[src/design/scm_pkg.sv]
package scm_pkg;

    localparam int MAX_ROWS = 256;
    localparam int MAX_COLS = 8;

    localparam int RowW  = $clog2(MAX_ROWS);
    localparam int CntW  = $clog2(MAX_ROWS + 1);
    localparam int ColW  = $clog2(MAX_COLS);
    localparam int AddrW = RowW + ColW;
    localparam int CcW   = 4;

    localparam int SampW = 24;
    localparam int DevW  = SampW + 1;
    localparam int ProdW = 2 * DevW;
    localparam int AccW  = 64;
    localparam int CovW  = 50;

    localparam logic [1:0] ST_OK       = 2'd0;
    localparam logic [1:0] ST_EMPTY    = 2'd1;
    localparam logic [1:0] ST_OVERFLOW = 2'd2;

    typedef struct packed {
        logic              wr_en;
        logic [AddrW-1:0]  wr_addr;
        logic              rd_en;
        logic [RowW-1:0]   rd_row;
        logic [ColW-1:0]   col_a;
        logic [ColW-1:0]   col_b;
        logic              mean_mode;
        logic              acc_clr;
        logic              div_start;
        logic [CntW-1:0]   divisor;
        logic              mean_we;
        logic              lat_a;
        logic              lat_b;
        logic              out_load;
        logic              out_empty;
        logic [ColW-1:0]   out_row;
        logic [ColW-1:0]   out_col;
        logic [1:0]        out_status;
        logic              out_last;
    } scm_cmd_t;

    typedef struct packed {
        logic pipe_busy;
        logic div_done;
    } scm_stat_t;

endpackage

[src/design/scm_ctrl.sv]
// Load counters and compute sequencer.
module scm_ctrl
    import scm_pkg::*;
(
    input  logic            clk,
    input  logic            rst_n,
    input  logic [CcW-1:0]  eff_cols,
    input  logic            cfg_wr,
    input  logic            in_valid,
    output logic            in_stall,
    input  logic            is_last,
    output logic            out_valid,
    input  logic            out_stall,
    input  scm_stat_t       stat,
    output scm_cmd_t        cmd
);

    typedef enum logic [10:0] {
        S_LOAD   = 11'b00000000001,
        S_M_RUN  = 11'b00000000010,
        S_M_WAIT = 11'b00000000100,
        S_M_DIV  = 11'b00000001000,
        S_P_SELA = 11'b00000010000,
        S_P_SELB = 11'b00000100000,
        S_P_RUN  = 11'b00001000000,
        S_P_WAIT = 11'b00010000000,
        S_P_DIV  = 11'b00100000000,
        S_EMIT   = 11'b01000000000,
        S_EMPTY  = 11'b10000000000
    } scm_state_t;

    scm_state_t      state_reg, state_next;
    logic [CntW-1:0] rows_reg, rows_next;
    logic [ColW-1:0] colpos_reg, colpos_next;
    logic            ovf_reg, ovf_next;
    logic [RowW-1:0] s_reg, s_next;
    logic [ColW-1:0] i_reg, i_next;
    logic [ColW-1:0] j_reg, j_next;
    logic            ov_reg, ov_next;

    logic            accept;
    logic            row_done;
    logic            has_room;
    logic [CntW-1:0] n_after;
    logic [ColW-1:0] last_col;
    logic            s_last;
    logic            out_free;
    logic            last_pair;

    assign last_col  = eff_cols[ColW-1:0] - 1'b1;
    assign accept    = in_valid && !in_stall;
    assign in_stall  = (state_reg != S_LOAD);
    assign row_done  = (colpos_reg == last_col);
    assign has_room  = (rows_reg != CntW'(MAX_ROWS));
    assign n_after   = rows_reg + CntW'(row_done && has_room);
    assign s_last    = ({1'b0, s_reg} == rows_reg - 1'b1);
    assign out_free  = !ov_reg || !out_stall;
    assign last_pair = (i_reg == last_col) && (j_reg == last_col);
    assign out_valid = ov_reg;

    always_comb
    begin
        state_next  = state_reg;
        rows_next   = rows_reg;
        colpos_next = colpos_reg;
        ovf_next    = ovf_reg;
        s_next      = s_reg;
        i_next      = i_reg;
        j_next      = j_reg;
        ov_next     = ov_reg && out_stall;

        cmd            = '0;
        cmd.wr_addr    = {rows_reg[RowW-1:0], colpos_reg};
        cmd.rd_row     = s_reg;
        cmd.divisor    = rows_reg;
        cmd.out_row    = i_reg;
        cmd.out_col    = j_reg;
        cmd.out_status = ovf_reg ? ST_OVERFLOW : ST_OK;
        cmd.out_last   = last_pair;

        case (state_reg)
            S_LOAD:
            begin
                cmd.acc_clr = 1'b1;
                if (accept)
                begin
                    cmd.wr_en   = has_room;
                    colpos_next = row_done ? '0 : colpos_reg + 1'b1;
                    rows_next   = n_after;
                    ovf_next    = ovf_reg || (row_done && !has_room);
                    if (is_last)
                    begin
                        s_next = '0;
                        j_next = '0;
                        state_next = (n_after == '0) ? S_EMPTY : S_M_RUN;
                    end
                end
            end
            S_M_RUN:
            begin
                cmd.rd_en     = 1'b1;
                cmd.mean_mode = 1'b1;
                cmd.col_a     = j_reg;
                s_next        = s_reg + 1'b1;
                if (s_last)
                    state_next = S_M_WAIT;
            end
            S_M_WAIT:
            begin
                cmd.mean_mode = 1'b1;
                if (!stat.pipe_busy)
                begin
                    cmd.div_start = 1'b1;
                    cmd.acc_clr   = 1'b1;
                    state_next    = S_M_DIV;
                end
            end
            S_M_DIV:
            begin
                cmd.col_a = j_reg;
                if (stat.div_done)
                begin
                    cmd.mean_we = 1'b1;
                    s_next      = '0;
                    if (j_reg == last_col)
                    begin
                        i_next     = '0;
                        j_next     = '0;
                        state_next = S_P_SELA;
                    end
                    else
                    begin
                        j_next     = j_reg + 1'b1;
                        state_next = S_M_RUN;
                    end
                end
            end
            S_P_SELA:
            begin
                cmd.col_a  = i_reg;
                cmd.lat_a  = 1'b1;
                state_next = S_P_SELB;
            end
            S_P_SELB:
            begin
                cmd.col_a  = j_reg;
                cmd.lat_b  = 1'b1;
                s_next     = '0;
                state_next = S_P_RUN;
            end
            S_P_RUN:
            begin
                cmd.rd_en = 1'b1;
                cmd.col_a = i_reg;
                cmd.col_b = j_reg;
                s_next    = s_reg + 1'b1;
                if (s_last)
                    state_next = S_P_WAIT;
            end
            S_P_WAIT:
            begin
                if (!stat.pipe_busy)
                begin
                    cmd.div_start = 1'b1;
                    cmd.acc_clr   = 1'b1;
                    state_next    = S_P_DIV;
                end
            end
            S_P_DIV:
            begin
                if (stat.div_done)
                    state_next = S_EMIT;
            end
            S_EMIT:
            begin
                if (out_free)
                begin
                    cmd.out_load = 1'b1;
                    ov_next      = 1'b1;
                    if (last_pair)
                    begin
                        rows_next   = '0;
                        colpos_next = '0;
                        ovf_next    = 1'b0;
                        state_next  = S_LOAD;
                    end
                    else
                    begin
                        if (j_reg == last_col)
                        begin
                            j_next = '0;
                            i_next = i_reg + 1'b1;
                        end
                        else
                            j_next = j_reg + 1'b1;
                        state_next = S_P_SELA;
                    end
                end
            end
            S_EMPTY:
            begin
                cmd.out_empty  = 1'b1;
                cmd.out_row    = '0;
                cmd.out_col    = '0;
                cmd.out_status = ST_EMPTY;
                cmd.out_last   = 1'b1;
                if (out_free)
                begin
                    cmd.out_load = 1'b1;
                    ov_next      = 1'b1;
                    rows_next    = '0;
                    colpos_next  = '0;
                    ovf_next     = 1'b0;
                    state_next   = S_LOAD;
                end
            end
            default:
            begin
                state_next = S_LOAD;
            end
        endcase

        if (cfg_wr)
            colpos_next = '0;
    end

    always_ff @(posedge clk or negedge rst_n)
    begin
        if (!rst_n)
        begin
            state_reg  <= S_LOAD;
            rows_reg   <= '0;
            colpos_reg <= '0;
            ovf_reg    <= 1'b0;
            s_reg      <= '0;
            i_reg      <= '0;
            j_reg      <= '0;
            ov_reg     <= 1'b0;
        end
        else
        begin
            state_reg  <= state_next;
            rows_reg   <= rows_next;
            colpos_reg <= colpos_next;
            ovf_reg    <= ovf_next;
            s_reg      <= s_next;
            i_reg      <= i_next;
            j_reg      <= j_next;
            ov_reg     <= ov_next;
        end
    end

endmodule
[config.mk]
export PLATFORM = sky130hd
export DESIGN_NAME = scm_ctrl
export DESIGN_NICKNAME = d
export VERILOG_FILES = /design/src/design/scm_pkg.sv /design/src/design/scm_ctrl.sv
export SDC_FILE = /design/constraint.sdc
export NUM_CORES = 1
export LEC_CHECK = 0
export BUFFER_PORTS_ARGS = -buffer_cell sky130_fd_sc_hd__buf_2
export CAP_MARGIN = 20
export CORE_ASPECT_RATIO = 0.75
export CORE_MARGIN = 2
export CORE_UTILIZATION = 60
export CTS_CLUSTER_DIAMETER = 50
export DETAILED_ROUTE_END_ITERATION = 10
export PLACE_DENSITY_LB_ADDON = 0.3
export REMOVE_ABC_BUFFERS = 1
export SYNTH_ARGS = -nofsm -noshare
export SYNTH_HDL_FRONTEND = slang
export SYNTH_SLANG_ARGS = --single-unit
[constraint.sdc]
create_clock -name clk -period 8.3 [get_ports clk]
set_input_delay 1.245 -clock clk [delete_from_list [all_inputs] [get_ports clk]]
set_output_delay 1.245 -clock clk [all_outputs]
set_load 0.01 [all_outputs]
==> results.yml <==
critical_path:
  crit_path_max_incr_delay_ns: 0.41
  critPathSlowestCell: "xnor2_1"
  end_kind: "flop"
  criticalPathCategory: "input port to flop"
  start_kind: "input port"
  crit_required_ns: 8.48
  crit_chain: "buf_2 > inv_1 > ha_1 > xnor2_1 > xor2_1 > nand3_1 > nor2_1 > ha_1 > nand2_1 > xor2_1 > a31oi_1 > or3_1 > nor3_1 > o22ai_1 > mux2_4"
  setup.reg_to_reg.worst_slack_ns: 4.69
  path_max_fanout: 6
  worst-r2r-cell-count: 14
  critPathBufInv: 2
  timing.critical_path.max_delay_family: "simple AND/OR/NAND/NOR gates"
  worstReg2RegEnd: "state_reg[1]"
  signal_arrival_time_at_the_worst_endpoint_ns: 4.26
  r2r_start: "rows_reg[1]"
logic_synthesis:
  number_of_enable_type_register_cells_in_the_synthesized_netlist: 0
  syn-cell-area_sq_um: 3163
  synth_area_per_cell_sq_um: 8.324
  synth_flop_cell: "dfrtp_1"
  netlist_instances: 380
  multiplexer_fraction_of_the_synthesized_cell_area_pct: 1.582
  synth-adder-area-share_pct: 3.165
  post_synth_and_or_nand_nor_area_fraction_pct: 29.98
  synthXorXnorAreaFrac_pct: 7.753
  main_combinational_cell_family_by_area_after_synthesis: "simple AND/OR/NAND/NOR gates"
  synth-seq-cells: 39
  synth_sequential_area_ratio_pct: 30.89
  synth_compound_area_share_pct: 17.13
  synth-warning-count: 0
  post_synth_arst_share_pct: 100.0
  ys_types: 72
grt:
  globalRouteOverflowTotal: 0
  global_route.usage.total_pct: 27.31
  grt_pass1_vias: 2653
  grt_antenna_before_repair: 0
  grt_start_max_net_pins: 40
  grt_first_pass_wirelength_um: 12580
finish:
  final_layout_size_suffix_gt1_share_pct: 23.70
  fin_nets: 441
  multi_input_comb_area_sq_um: 1886
  number_of_filler_cells_placed_in_the_layout: 423
  finish.cell_count_without_fillers: 494
  ff_latch_area_sq_um: 977.2
  antenna_cells_inserted: 0
  layout.cells.most_common: "buf_2"
  layout_overhead_on_the_synthesized_area_pct: 8.861
  largest_reg_flops: 11
  layout.cells.most_common_list: "buf_2, dfrtp_1, nand2_1"
route:
  vias_per_cell: 5.988
  dr_total_vias: 2958
  drt-total-wl_um: 7535
  post-route-drc-count: 0
  dr.pass1.iters: 5
  wire_per_inst_um: 15.25
  ant_nets: 0
  drt-initial-drc-count: 217
sta:
  timing.final.max_slew_violations: 0
  achievable-frequency_mhz: 245.2
  final.period_utilization_pct: 49.14
  period_minus_slack_ns: 4.079
  rsz_0062_raised_after_global_routing: "false"
  hold_violations: 0
  setup-violations-final: 0
  worst_pin_slew_ns: 0.9066
  timing.clock.skew_ns: 0.006607
  maxSlewHeadroom_pct: 39.05
  setup_total_negative_slack_ns: 0
  whs_ns: 0.5537
floorplan:
  placement_rows: 22
  ioPinCount: 67
  initial_utilization_pct: 63.49
  die_height_um: 66.88
  die-width_um: 87.84
  design.core.area_sq_um: 4982
  fp.dieArea_sq_um: 5875
clocking:
  source_to_sink_clock_delay_at_the_later_pin_of_the_worst_skew_pair_ns: 0.29
  cts_repair_resize_count: 0
  holdBufCountCts: 0
  cts_root_buffer: "clkbuf_8"
  cts-buffers-inserted: 5
  worst_setup_hold_path_clk_slew_ns: 0.07
  cts_buffer_depth: 2
  cts_tree: "done"
  post_cts_setup_repair_bufs: 0
  number_of_h_tree_branching_levels: 2
  number_of_sinks_driven_by_the_clock_tree: 39
placed_design:
  place.gp.congestion: 0.9143
  place_inst: 486
  numPortBuffers: 65
  post-dp-hpwl_um: 5598
job:
  maxCapViolations: 0
status:
  run_status: "finished, final reports clean"
power:
  ir_worst_vdd_uv: 164.4
  leakage_nw: 1.658
  power.density_cell_area_nw_per_um2: 215.7
worst_hold_path:
  timing.hold.worst.class: "flop to flop"
  hold_path.startpoint: "ovf_reg"
  hold_path_depth: 2
  hold-path-endpoint: "ovf_reg"
-- cell type report --
type                            instances  share of cell area, %
Clock buffer                            8                  2.907
Inverter                               17                  1.890
Multi-Input combinational cell        293                  54.76
Sequential cell                        39                  28.38
Tap cell                               72                  2.616
Timing Repair Buffer                   65                  9.448
-- worst min-delay path: cells and delay by family, from the launching register on --
family	cells	cell delay, ns
compound gates	2	0.17
flops	1	0.35
-- synthesized netlist by cell type, types with 4 or more instances --
cell type,instances,area [sq um]
nand3_1,11,55.05
nor3_1,17,85.08
inv_1,15,56.30
nand2_1,37,138.9
nor4_1,8,50.05
ha_1,8,100.1
o31ai_1,4,30.03
xor2_1,10,87.58
a21oi_1,7,35.03
buf_6,8,90.09
and2_1,18,112.6
a31oi_1,7,43.79
o21ai_0,34,170.2
dfrtp_1,38,950.9
xnor2_1,18,157.7
a22o_1,4,35.03
and3_1,4,25.02
o22ai_1,6,37.54
buf_4,12,90.09
clkbuf_1,5,18.77
or4_1,4,30.03
nor2_1,33,123.9
-- cell families (layout without fill, tap and decap cells) --
family,Yosys count,in the layout
AO/OA/AOI/OAI,84,84
adder cells (fa/ha/maj),8,8
multiplexers,4,4
XOR/XNOR,28,28
buffers and inverters,48,90
AND/OR/NAND/NOR,169,169
flip-flops,39,39
-- power breakdown --
group / total, mW / switching, mW / internal (mW)
Clock: 0.143 / 0.0674 / 0.0759
Sequential: 0.245 / 0.0350 / 0.210
Combinational: 0.354 / 0.212 / 0.143
Total: 0.743 / 0.314 / 0.429
-- how the worst max path moves through the flow --
| stage | startpoint | endpoint | slack (ns) | cells after the start |
|---|---|---|---|---|
| after floorplan | eff_cols[0] | state_reg[1] | 4.61 | 14 |
| after global placement | eff_cols[0] | state_reg[1] | 4.00 | 15 |
| after detailed placement | eff_cols[0] | state_reg[1] | 3.94 | 15 |
| after CTS | eff_cols[0] | state_reg[1] | 4.24 | 15 |
| after global routing | eff_cols[0] | state_reg[1] | 4.01 | 15 |
| final | eff_cols[0] | state_reg[1] | 4.22 | 15 |
-- through the flow --
step	worst slack, ns	util [%]	area (sq um)	power [mW]
after floorplan	4.614	-	2928	0.4977
after global placement	3.999	67.10	3343	0.5892
after detailed placement	3.945	67.10	3343	0.5996
after CTS	4.238	69.11	3443	0.7435
after global routing	4.007	69.11	3443	0.7982
final	4.221	69.11	3443	0.7429
-- metal layers --
layer	vias to the layer above	track usage, %	share of wire (%)
met5	-	0	0
met4	0	6.923	0.93
met3	11	3.841	6.7
met2	133	42.14	45
met1	1393	40.16	48
li1	1421	-	-
Power figures use the tool's default switching activity.
